<file path="src/rtl/icm_pkg.sv">
// Package for the incline calibration map: fixed-point constants, codes and types.
// Shared by icm_div and incline_calibration_map; depends on nothing else.
package icm_pkg;

  localparam int MaxPoints = 10;
  localparam int FracBits  = 8;
  localparam int IdxW      = $clog2(MaxPoints);

  localparam int ValW    = 12;
  localparam int DesW    = 14;
  localparam int CountW  = 4;
  localparam int CfgIdxW = 2;
  localparam int CfgDatW = 4;

  // Serial divider sizes: the magnitude of a 13 x 12 bit product over a 12-bit span.
  localparam int NumW = 24;
  localparam int DenW = 12;
  localparam int CntW = $clog2(NumW);

  localparam logic [ValW-1:0]   FullScale   = ValW'(15 << FracBits);
  localparam logic [CountW-1:0] MaxCount    = CountW'(MaxPoints);
  localparam logic [CountW-1:0] MinSegCount = CountW'(2);

  localparam logic [CfgIdxW-1:0] CfgMapValid   = CfgIdxW'(0);
  localparam logic [CfgIdxW-1:0] CfgPointCount = CfgIdxW'(1);

  localparam logic CmdWrite   = 1'b0;
  localparam logic CmdConvert = 1'b1;

  typedef enum logic [2:0] {
    StFlat        = 3'd0,
    StClampLow    = 3'd1,
    StClampHigh   = 3'd2,
    StIdentity    = 3'd3,
    StBelowRange  = 3'd4,
    StAboveRange  = 3'd5,
    StCalibrated  = 3'd6
  } status_e;

  typedef struct packed {
    logic [ValW-1:0] meas;
    logic [ValW-1:0] cmd;
  } point_t;

endpackage

</file>
<file path="src/rtl/icm_div.sv">
// Restoring serial divider of the incline calibration map, one quotient bit per cycle.
// Depends on icm_pkg for its widths.
module icm_div (
  input  logic                     clk_i,
  input  logic                     rst_ni,
  input  logic                     start_i,
  input  logic [icm_pkg::NumW-1:0] num_i,
  input  logic [icm_pkg::DenW-1:0] den_i,
  output logic                     done_o,
  output logic [icm_pkg::NumW-1:0] quo_o,
  output logic                     rem_nz_o
);
  import icm_pkg::*;

  localparam logic [CntW-1:0] LastCnt = CntW'(NumW - 1);

  logic            busy_q, busy_d;
  logic            done_q, done_d;
  logic [CntW-1:0] cnt_q, cnt_d;
  logic [NumW-1:0] num_q, num_d;
  logic [DenW:0]   rem_q, rem_d;
  logic [DenW-1:0] den_q, den_d;
  logic [DenW:0]   rem_sh;
  logic            ge;

  // The dividend shifts out at the top while quotient bits shift in at the bottom.
  assign rem_sh = {rem_q[DenW-1:0], num_q[NumW-1]};
  assign ge     = rem_sh >= {1'b0, den_q};

  always_comb begin
    busy_d = busy_q;
    done_d = 1'b0;
    cnt_d  = cnt_q;
    num_d  = num_q;
    rem_d  = rem_q;
    den_d  = den_q;
    if (start_i) begin
      busy_d = 1'b1;
      cnt_d  = '0;
      num_d  = num_i;
      rem_d  = '0;
      den_d  = den_i;
    end else if (busy_q) begin
      rem_d = ge ? (rem_sh - {1'b0, den_q}) : rem_sh;
      num_d = {num_q[NumW-2:0], ge};
      cnt_d = cnt_q + CntW'(1);
      if (cnt_q == LastCnt) begin
        busy_d = 1'b0;
        done_d = 1'b1;
      end
    end
  end

  always_ff @(posedge clk_i or negedge rst_ni) begin
    if (!rst_ni) begin
      busy_q <= 1'b0;
      done_q <= 1'b0;
      cnt_q  <= '0;
    end else begin
      busy_q <= busy_d;
      done_q <= done_d;
      cnt_q  <= cnt_d;
    end
  end

  always_ff @(posedge clk_i) begin
    num_q <= num_d;
    rem_q <= rem_d;
    den_q <= den_d;
  end

  assign done_o   = done_q;
  assign quo_o    = num_q;
  assign rem_nz_o = |rem_q;

endmodule

</file>
<file path="src/rtl/incline_calibration_map.sv">
// Incline calibration map: desired incline to treadmill command through a point table.
// Depends on icm_pkg and icm_div.
//
// A write beat stores one calibration point in a 10-entry table memory and gives no
// result. A convert beat gives one result. Flat, negative and uncalibrated requests
// finish without reading the table. Otherwise the table memory, with its single,
// registered read port, is walked one entry per cycle: the first and last points are
// read to test the range, then points are read in order until the segment holding the
// desired value is found or the last point in use is reached. The segment is interpolated
// with a multiply state and, unless its span is zero, a serial divide. Only one beat is in
// the block at a time; a finished result waits in the output register while the next beat
// is taken.
module incline_calibration_map (
  input  logic                        clk_i,
  input  logic                        rst_ni,
  input  logic                        cfg_valid_i,
  output logic                        cfg_ready_o,
  input  logic [icm_pkg::CfgIdxW-1:0] cfg_index_i,
  input  logic [icm_pkg::CfgDatW-1:0] cfg_data_i,
  input  logic                        in_valid_i,
  output logic                        in_ready_o,
  input  logic                        cmd_i,
  input  logic [icm_pkg::CountW-1:0]  point_index_i,
  input  logic [icm_pkg::ValW-1:0]    point_measured_i,
  input  logic [icm_pkg::ValW-1:0]    point_command_i,
  input  logic signed [icm_pkg::DesW-1:0] desired_incline_i,
  output logic                        out_valid_o,
  input  logic                        out_ready_i,
  output logic [icm_pkg::ValW-1:0]    command_incline_o,
  output icm_pkg::status_e            status_o
);
  import icm_pkg::*;

  typedef enum logic [6:0] {
    SIdle  = 7'b0000001,
    SFirst = 7'b0000010,
    SLast  = 7'b0000100,
    SScan  = 7'b0001000,
    SMul   = 7'b0010000,
    SDiv   = 7'b0100000,
    SFin   = 7'b1000000
  } state_e;

  // Extra state for handing the result to the output register.
  logic done_q, done_d;

  state_e state_q, state_d;

  logic                  map_valid_q;
  logic [CountW-1:0]     point_count_q;
  logic [CountW-1:0]     cnt_eff;
  logic [IdxW-1:0]       last_idx;

  point_t                mem_q [MaxPoints];
  point_t                rd_data_q;
  logic [IdxW-1:0]       rd_addr;
  logic                  wr_en;

  logic [DesW-2:0]       d_q, d_d;
  logic [IdxW-1:0]       idx_q, idx_d;
  point_t                prev_q, prev_d;
  logic [ValW-1:0]       last_cmd_q, last_cmd_d;
  logic [ValW-1:0]       sy0_q, sy0_d, sy1_q, sy1_d, sx0_q, sx0_d, dx_q, dx_d;
  logic signed [25:0]    prod_q, prod_d;
  logic signed [13:0]    q_q, q_d;
  logic [ValW-1:0]       res_q, res_d;
  status_e               st_q, st_d;

  logic                  out_valid_q;
  logic [ValW-1:0]       out_cmd_q;
  status_e               out_st_q;
  logic                  out_load;

  logic                  accept;
  logic [DesW-2:0]       d_in;
  logic [DesW-2:0]       cur_meas;
  logic [DesW-2:0]       prev_meas;
  logic [ValW-1:0]       last_clamped;
  logic [ValW-1:0]       cur_clamped;
  logic signed [12:0]    dy;
  logic [ValW:0]         dd;
  logic [NumW-1:0]       prod_mag;
  logic [12:0]           q_mag;
  logic                  div_start;
  logic                  div_done;
  logic [NumW-1:0]       div_quo;
  logic                  div_rem_nz;
  logic signed [14:0]    y;

  assign cnt_eff  = (point_count_q > MaxCount) ? MaxCount : point_count_q;
  assign last_idx = IdxW'(cnt_eff - CountW'(1));

  assign cfg_ready_o = 1'b1;
  always_ff @(posedge clk_i or negedge rst_ni) begin
    if (!rst_ni) begin
      map_valid_q   <= 1'b0;
      point_count_q <= '0;
    end else if (cfg_valid_i) begin
      case (cfg_index_i)
        CfgMapValid:   map_valid_q   <= cfg_data_i[0];
        CfgPointCount: point_count_q <= cfg_data_i[CountW-1:0];
        default: ;
      endcase
    end
  end

  assign in_ready_o = (state_q == SIdle) && !done_q;
  assign accept     = in_valid_i && in_ready_o;
  assign wr_en      = accept && (cmd_i == CmdWrite) && (point_index_i < MaxCount);

  always_ff @(posedge clk_i) begin
    if (wr_en) begin
      mem_q[point_index_i[IdxW-1:0]] <= '{meas: point_measured_i, cmd: point_command_i};
    end
    rd_data_q <= mem_q[rd_addr];
  end

  assign d_in         = desired_incline_i[DesW-2:0];
  assign cur_meas     = {1'b0, rd_data_q.meas};
  assign prev_meas    = {1'b0, prev_q.meas};
  assign last_clamped = (last_cmd_q > FullScale) ? FullScale : last_cmd_q;
  assign cur_clamped  = (rd_data_q.cmd > FullScale) ? FullScale : rd_data_q.cmd;

  assign dy       = $signed({1'b0, sy1_q}) - $signed({1'b0, sy0_q});
  assign dd       = {1'b0, d_q[ValW-1:0]} - {1'b0, sx0_q};
  assign prod_mag = prod_d[25] ? NumW'(-prod_d) : NumW'(prod_d);
  assign q_mag    = div_quo[12:0];
  assign y        = $signed({3'b000, sy0_q}) + $signed({q_q[13], q_q});

  always_comb begin
    state_d    = state_q;
    done_d     = done_q;
    d_d        = d_q;
    idx_d      = idx_q;
    prev_d     = prev_q;
    last_cmd_d = last_cmd_q;
    sy0_d      = sy0_q;
    sy1_d      = sy1_q;
    sx0_d      = sx0_q;
    dx_d       = dx_q;
    prod_d     = prod_q;
    q_d        = q_q;
    res_d      = res_q;
    st_d       = st_q;
    rd_addr    = '0;
    div_start  = 1'b0;
    case (state_q)
      SIdle: begin
        if (accept && (cmd_i == CmdConvert)) begin
          d_d = d_in;
          if (desired_incline_i == '0) begin
            res_d  = '0;
            st_d   = StFlat;
            done_d = 1'b1;
          end else if (desired_incline_i[DesW-1]) begin
            res_d  = '0;
            st_d   = StClampLow;
            done_d = 1'b1;
          end else if (!map_valid_q || (cnt_eff < MinSegCount)) begin
            if (d_in > {1'b0, FullScale}) begin
              res_d = FullScale;
              st_d  = StClampHigh;
            end else begin
              res_d = d_in[ValW-1:0];
              st_d  = StIdentity;
            end
            done_d = 1'b1;
          end else begin
            rd_addr = '0;
            state_d = SFirst;
          end
        end
      end
      SFirst: begin
        prev_d = rd_data_q;
        if (d_q < cur_meas) begin
          res_d   = (d_q > {1'b0, FullScale}) ? FullScale : d_q[ValW-1:0];
          st_d    = StBelowRange;
          done_d  = 1'b1;
          state_d = SIdle;
        end else begin
          rd_addr = last_idx;
          state_d = SLast;
        end
      end
      SLast: begin
        last_cmd_d = rd_data_q.cmd;
        if (d_q > cur_meas) begin
          res_d   = cur_clamped;
          st_d    = StAboveRange;
          done_d  = 1'b1;
          state_d = SIdle;
        end else begin
          rd_addr = IdxW'(1);
          idx_d   = IdxW'(1);
          state_d = SScan;
        end
      end
      SScan: begin
        if ((d_q >= prev_meas) && (d_q <= cur_meas)) begin
          sy0_d   = prev_q.cmd;
          sy1_d   = rd_data_q.cmd;
          sx0_d   = prev_q.meas;
          dx_d    = rd_data_q.meas - prev_q.meas;
          state_d = SMul;
        end else if (idx_q == last_idx) begin
          // No segment holds the value: fall back to the last command.
          res_d   = last_clamped;
          st_d    = StAboveRange;
          done_d  = 1'b1;
          state_d = SIdle;
        end else begin
          prev_d  = rd_data_q;
          idx_d   = idx_q + IdxW'(1);
          rd_addr = idx_q + IdxW'(1);
        end
      end
      SMul: begin
        prod_d = dy * $signed({1'b0, dd[ValW-1:0]});
        if (dx_q == '0) begin
          q_d     = '0;
          state_d = SFin;
        end else begin
          state_d = SDiv;
        end
      end
      SDiv: begin
        if (div_done) begin
          // Floor division: a negative quotient with a remainder rounds one lower.
          if (prod_q[25]) begin
            q_d = -$signed({1'b0, q_mag}) - $signed({13'd0, div_rem_nz});
          end else begin
            q_d = $signed({1'b0, q_mag});
          end
          state_d = SFin;
        end
      end
      SFin: begin
        if (y > $signed({3'b000, FullScale})) begin
          res_d = FullScale;
          st_d  = StClampHigh;
        end else if (y < 0) begin
          res_d = '0;
          st_d  = StClampLow;
        end else begin
          res_d = y[ValW-1:0];
          st_d  = StCalibrated;
        end
        done_d  = 1'b1;
        state_d = SIdle;
      end
      default: begin
        state_d = SIdle;
      end
    endcase
    if (done_q && out_load) begin
      done_d = 1'b0;
    end
    if ((state_q == SMul) && (dx_q != '0)) begin
      div_start = 1'b1;
    end
  end

  // The product is registered in the multiply state, so the divider starts from prod_d.
  icm_div u_div (
    .clk_i    (clk_i),
    .rst_ni   (rst_ni),
    .start_i  (div_start),
    .num_i    (prod_mag),
    .den_i    (dx_q),
    .done_o   (div_done),
    .quo_o    (div_quo),
    .rem_nz_o (div_rem_nz)
  );

  assign out_load = done_q && (!out_valid_q || out_ready_i);

  always_ff @(posedge clk_i or negedge rst_ni) begin
    if (!rst_ni) begin
      state_q     <= SIdle;
      done_q      <= 1'b0;
      out_valid_q <= 1'b0;
    end else begin
      state_q <= state_d;
      done_q  <= done_d;
      if (out_load) begin
        out_valid_q <= 1'b1;
      end else if (out_ready_i) begin
        out_valid_q <= 1'b0;
      end
    end
  end

  always_ff @(posedge clk_i) begin
    d_q        <= d_d;
    idx_q      <= idx_d;
    prev_q     <= prev_d;
    last_cmd_q <= last_cmd_d;
    sy0_q      <= sy0_d;
    sy1_q      <= sy1_d;
    sx0_q      <= sx0_d;
    dx_q       <= dx_d;
    prod_q     <= prod_d;
    q_q        <= q_d;
    res_q      <= res_d;
    st_q       <= st_d;
    if (out_load) begin
      out_cmd_q <= res_q;
      out_st_q  <= st_q;
    end
  end

  assign out_valid_o       = out_valid_q;
  assign command_incline_o = out_cmd_q;
  assign status_o          = out_st_q;

endmodule
</file>
<file path="config.mk">
export PLATFORM = sky130hd
export DESIGN_NAME = incline_calibration_map
export DESIGN_NICKNAME = d
export VERILOG_FILES = /design/src/rtl/icm_pkg.sv /design/src/rtl/icm_div.sv /design/src/rtl/incline_calibration_map.sv
export SDC_FILE = /design/constraint.sdc
export NUM_CORES = 1
export LEC_CHECK = 0
export ABC_AREA = 1
export BUFFER_PORTS_ARGS = -buffer_cell sky130_fd_sc_hd__buf_2
export CAP_MARGIN = 20
export CORE_MARGIN = 5
export CORE_UTILIZATION = 40
export DETAILED_ROUTE_END_ITERATION = 10
export GPL_TIMING_DRIVEN = 0
export PLACE_DENSITY_LB_ADDON = 0.05
export SLEW_MARGIN = 20
export SYNTH_ARGS = -nofsm -noshare
export SYNTH_HDL_FRONTEND = slang
export SYNTH_SLANG_ARGS = --single-unit
</file>
<file path="constraint.sdc">
create_clock -name clk_i -period 6.56 [get_ports clk_i]
set_clock_uncertainty 0.05 [all_clocks]
set_input_delay 0 -clock clk_i [delete_from_list [all_inputs] [get_ports clk_i]]
set_output_delay 0 -clock clk_i [all_outputs]
set_load 0.01 [all_outputs]
</file>
==> summary.md <==
| Metric | Value |
|---|---|
| Sw frac | `0.4403` |
| GR Layer Usage met1 | `0.2713` |
| Core Box Area | `around 77000 µm²` |
| # DRC | `0` |
| Crit path max fanout | `6` |
| Initial core utilization | `0.4032` |
| Routed vias | `23540` |
| # rows | `102` |
| Pre-CTS setup slack | `-1.655 ns` |
| Synth top area share | `0.4054` |
| Vias per std cell | `a little under 5` |
| RSZ-0062 raised after global routing | `yes` |
| Seq/Total Area, Yosys | `0.4621` |
| Setup Viol. Count Final | `25` |
| Area Overhead vs Synth | `21.12%` |
| Final Net Count | `4034` |
| Sw power | `8620 µW` |
| Synth async-reset ratio | `0.04167` |
| Final RePlAce weighted congestion | `0.8774` |
| Critical path buffer and inverter count | `10` |
| Max cap viols | `0` |
| WL/cell | `between 15 and 20 µm` |
| Global route total overflow | `0` |
| Crit path capture type | `register` |
| Mapped cell area | `31180 µm²` |
| Yosys top cell by area | `edfxtp_1` |
| CP top delay family | `adder cells` |
| Total CTS buffers | `57` |
| Hold Violations, Final | `0` |
| Final worst path period share | `1.099` |
| Comb power frac | `0.639` |
| Worst skew pair latency | `0.64 ns` |
| Num ports | `72` |
| Cell Int Power | `10960 µW` |
| Yosys cell types | `60` |
| Design Area, Final | `37770 µm²` |
| Post-synth EDFFs | `421` |
| Pins Over Slew Limit | `0` |
| Syn Inst Count | `around 3400` |
| Largest net degree at the start of global routing | `31` |
| Share of post-route cells with drive strength above 1 | `0.1714` |
| Syn Nets | `3720` |
| Total Die Area | `83650 µm²` |
| P per Cell Area | `518.3 nW/µm²` |
| Maximum vdd drop | `0.0006953 V` |
| Arrival time worst endpoint | `around 7.5 ns` |
| Worst Hold Class | `in -> reg` |
| Vias in the first global route | `24210` |
| H-tree Lvls | `2` |
| Drt pass-1 iters | `7` |
| Crit path largest cell delay | `0.54 ns` |
| Post-DP Area | `about 34000 µm²` |
| Startpoint Class | `register` |
| Die Ht | `289.2 µm` |
| Synth area leaders | `edfxtp_1 (41%), fa_1 (9.8%), inv_1 (7.8%), nand2_1 (7.6%), ha_1 (6.5%)` |
| Cell leakage power | `about 0.017 µW` |
| CTS sink cnt | `504` |
| Detailed Route WL | `90.07 mm` |
| Status | `finished with violations` |
| Reg clk slew, reported paths | `0.06 ns` |
| Fmax | `0.1387 GHz` |
| Top_reg_cell synth | `edfxtp_1` |
| CTS tree | `built` |
| Slack of the critical path | `-0.6499 ns` |
| Met2 Resource Use GR | `0.3754` |
| Top Usage Layer GRT | `met2` |
| Clk root buf | `clkbuf_16` |
| Yosys warning count | `0` |
| Die W | `289.2 µm` |
| Worst rel slew slack | `0.3509` |
| HP Start | `desired_incline_i[0]` |
| Overall routing resource usage | `0.2138` |
| DRT antenna net count | `0` |
| Initial antenna violation count | `6` |
| Period minus WS final | `7.210 ns` |
| First-pass GRT wire length | `around 140 mm` |
| Required time of the critical path | `6.87 ns` |
| #FFs+latches synth | `roughly 500` |
| Max clock buf depth | `3` |
| Setup Total Neg Slack | `-13.92 ns` |
| Overall Power | `a little under 20000 µW` |
| Worst hold slack | `0.08074 ns` |
| Sequential share of power | `0.196` |
| Slowest CP cell | `fa_2` |
| Port buffer count | `70` |
| Share of total power in the clock network | `0.164` |
| Hpwl dp | `67.97 mm` |
| Slew @ Worst Pin | `0.9736 ns` |
| R2R Path Start | `d_q[0]$_DFFE_PP_` |
| Met3 Use GR | `0.03179` |
| Failing checks | `negative setup slack` |
| DRT iter0 DRCs | `1542` |
| Worst setup path class | `reg -> reg` |
| Post-Syn Area per Cell | `9.306 µm²` |
| Crit path launch | `d_q[0]$_DFFE_PP_` |
path summary, 6_finish.rpt:
check                                            endpoint  slack, ns  depth (start not counted)
worst max-delay path            u_div.quo_o[22]$_DFFE_PP_      -0.65                         38
worst min-delay path                     d_q[0]$_DFFE_PP_       0.08                          2
worst max register to register  u_div.quo_o[22]$_DFFE_PP_      -0.65                         38
worst min register to register         sy0_q[6]$_DFFE_PP_       0.34                          0
max in group asynchronous         out_valid_o$_DFFE_PN0P_       5.87                          4
min in group asynchronous          state_q[6]$_DFFE_PN0P_       0.43                          4
registers in the layout, indices dropped and copies added, names as in the netlist, 7 cells and up:
name / flops
cur_meas: 12
command_incline_o: 12
prod_q: 25
u_div.quo_o: 24
sy0_q: 12
u_div.rem_q: 13
prev_meas: 12
res_q: 12
q_q: 14
u_div.den_q: 12
mem_q: 240
rd_data_q: 12
state_q: 7
prev_q: 12
d_q: 13
last_cmd_q: 12
sx0_q: 12
dx_q: 12
sy1_q: 12
kinds of logic (layout without fill, tap and decap cells):
kind of cell	after synthesis	count (layout)	share of synthesized area
flip-flops	504	504	0.4621
AND/OR/NAND/NOR	1377	1377	0.1992
multiplexers	1	1	0.0003611
other	1	5	0.0001203
adder cells (fa/ha/maj)	315	315	0.1632
buffers and inverters	754	1114	0.09497
AO/OA/AOI/OAI	329	329	0.06034
XOR/XNOR	70	70	0.01966
layer usage:
layer / up-vias / share of wire
met5: - / 0.00011
met4: 2 / 0.034
met3: 165 / 0.044
met2: 472 / 0.49
met1: 11340 / 0.43
li1: 11550 / -
final cells by class:
| class | count | area [µm²] |
|---|---|---|
| Fill cell | 7373 | 39570 |
| Multi-Input combinational cell | 2093 | 14980 |
| Sequential cell | 504 | 14410 |
| Inverter | 669 | 2546 |
| Timing Repair Buffer | 254 | 2127 |
| Clock buffer | 69 | 1501 |
| Tap cell | 1040 | 1301 |
| Buffer | 85 | 501.7 |
| Clock inverter | 36 | 389.1 |
| Antenna cell | 4 | 10.01 |
| Timing Repair inverter | 1 | 8.758 |
metrics by stage:
stage                 util  std cells
floorplan                -       3351
global placement    0.4285       4461
detailed placement  0.4338       4482
CTS                 0.4807       4713
global route        0.4883       4752
finish              0.4884       4755
timing repair:
item,CTS,global route
gates cloned,4,0
setup buffers,60,39
resized for setup,171,94
hold endpoints to repair,402,0
hold buffers,62,0
endpoints found under the setup margin,39,34
pin swaps,89,108
cells in the mapped netlist, types with 3 or more instances:
master and count:
buf_6 7, edfxtp_1 421, inv_2 15, o22ai_1 3, buf_4 11, clkbuf_1 34, nand3_1 320, or2_2 19
nor3_1 27, inv_1 646, nor2_1 216, nand3b_1 83, a22o_1 3, o21bai_1 30, ha_1 162, nor4_1 13
and2_1 6, a21oi_1 123, a221oi_1 3, a21o_1 3, buf_1 3, fa_1 153, nand2_2 7, dfrtp_1 20
o21ai_1 9, nand2_1 634, nor2_2 6, buf_2 30, a31oi_1 10, o21ai_0 114, o211ai_1 6, dfxtp_1 62
clkinv_1 8, xnor2_1 15, o21ai_2 3, xor2_1 55, nand4_1 33, o2111ai_1 5
layout by cell type (no fill, tap or decap), types with 9 or more instances in the layout:
cell	count
nand2_1	575
clkinv_1	15
nand2_2	51
nor3_1	22
fa_2	11
edfxtp_1	421
xnor2_1	14
or2_2	14
buf_12	9
dlygate4sd3_1	61
a31oi_1	9
dfxtp_1	62
o21bai_1	28
inv_1	609
buf_4	106
nand4_1	33
inv_2	50
ha_4	26
clkbuf_1	37
buf_6	24
ha_1	135
nand3b_1	83
nor2_1	174
dfrtp_1	20
nand2_4	13
clkbuf_16	57
nor4_1	11
xor2_1	51
clkinv_2	13
nor2_2	26
buf_2	99
a21oi_2	16
o21ai_0	101
fa_1	142
o21ai_1	19
nand3_1	297
nor2_4	24
a21oi_1	105
nand3_2	25
power groups by stage:
| stage | sequential [µW] | combinational (µW) | clock (µW) |
|---|---|---|---|
| 6_report | 3840 | 12500 | 3210 |
| 3_5_place_dp | 3920 | 9440 | 0 |
| 2_1_floorplan | 3850 | 6960 | 0 |
| 5_1_grt | 3860 | 14000 | 3430 |
| 3_3_place_gp | 3920 | 9370 | 0 |
| 4_1_cts | 3850 | 11300 | 3300 |
(Power assumes the default switching activity.)
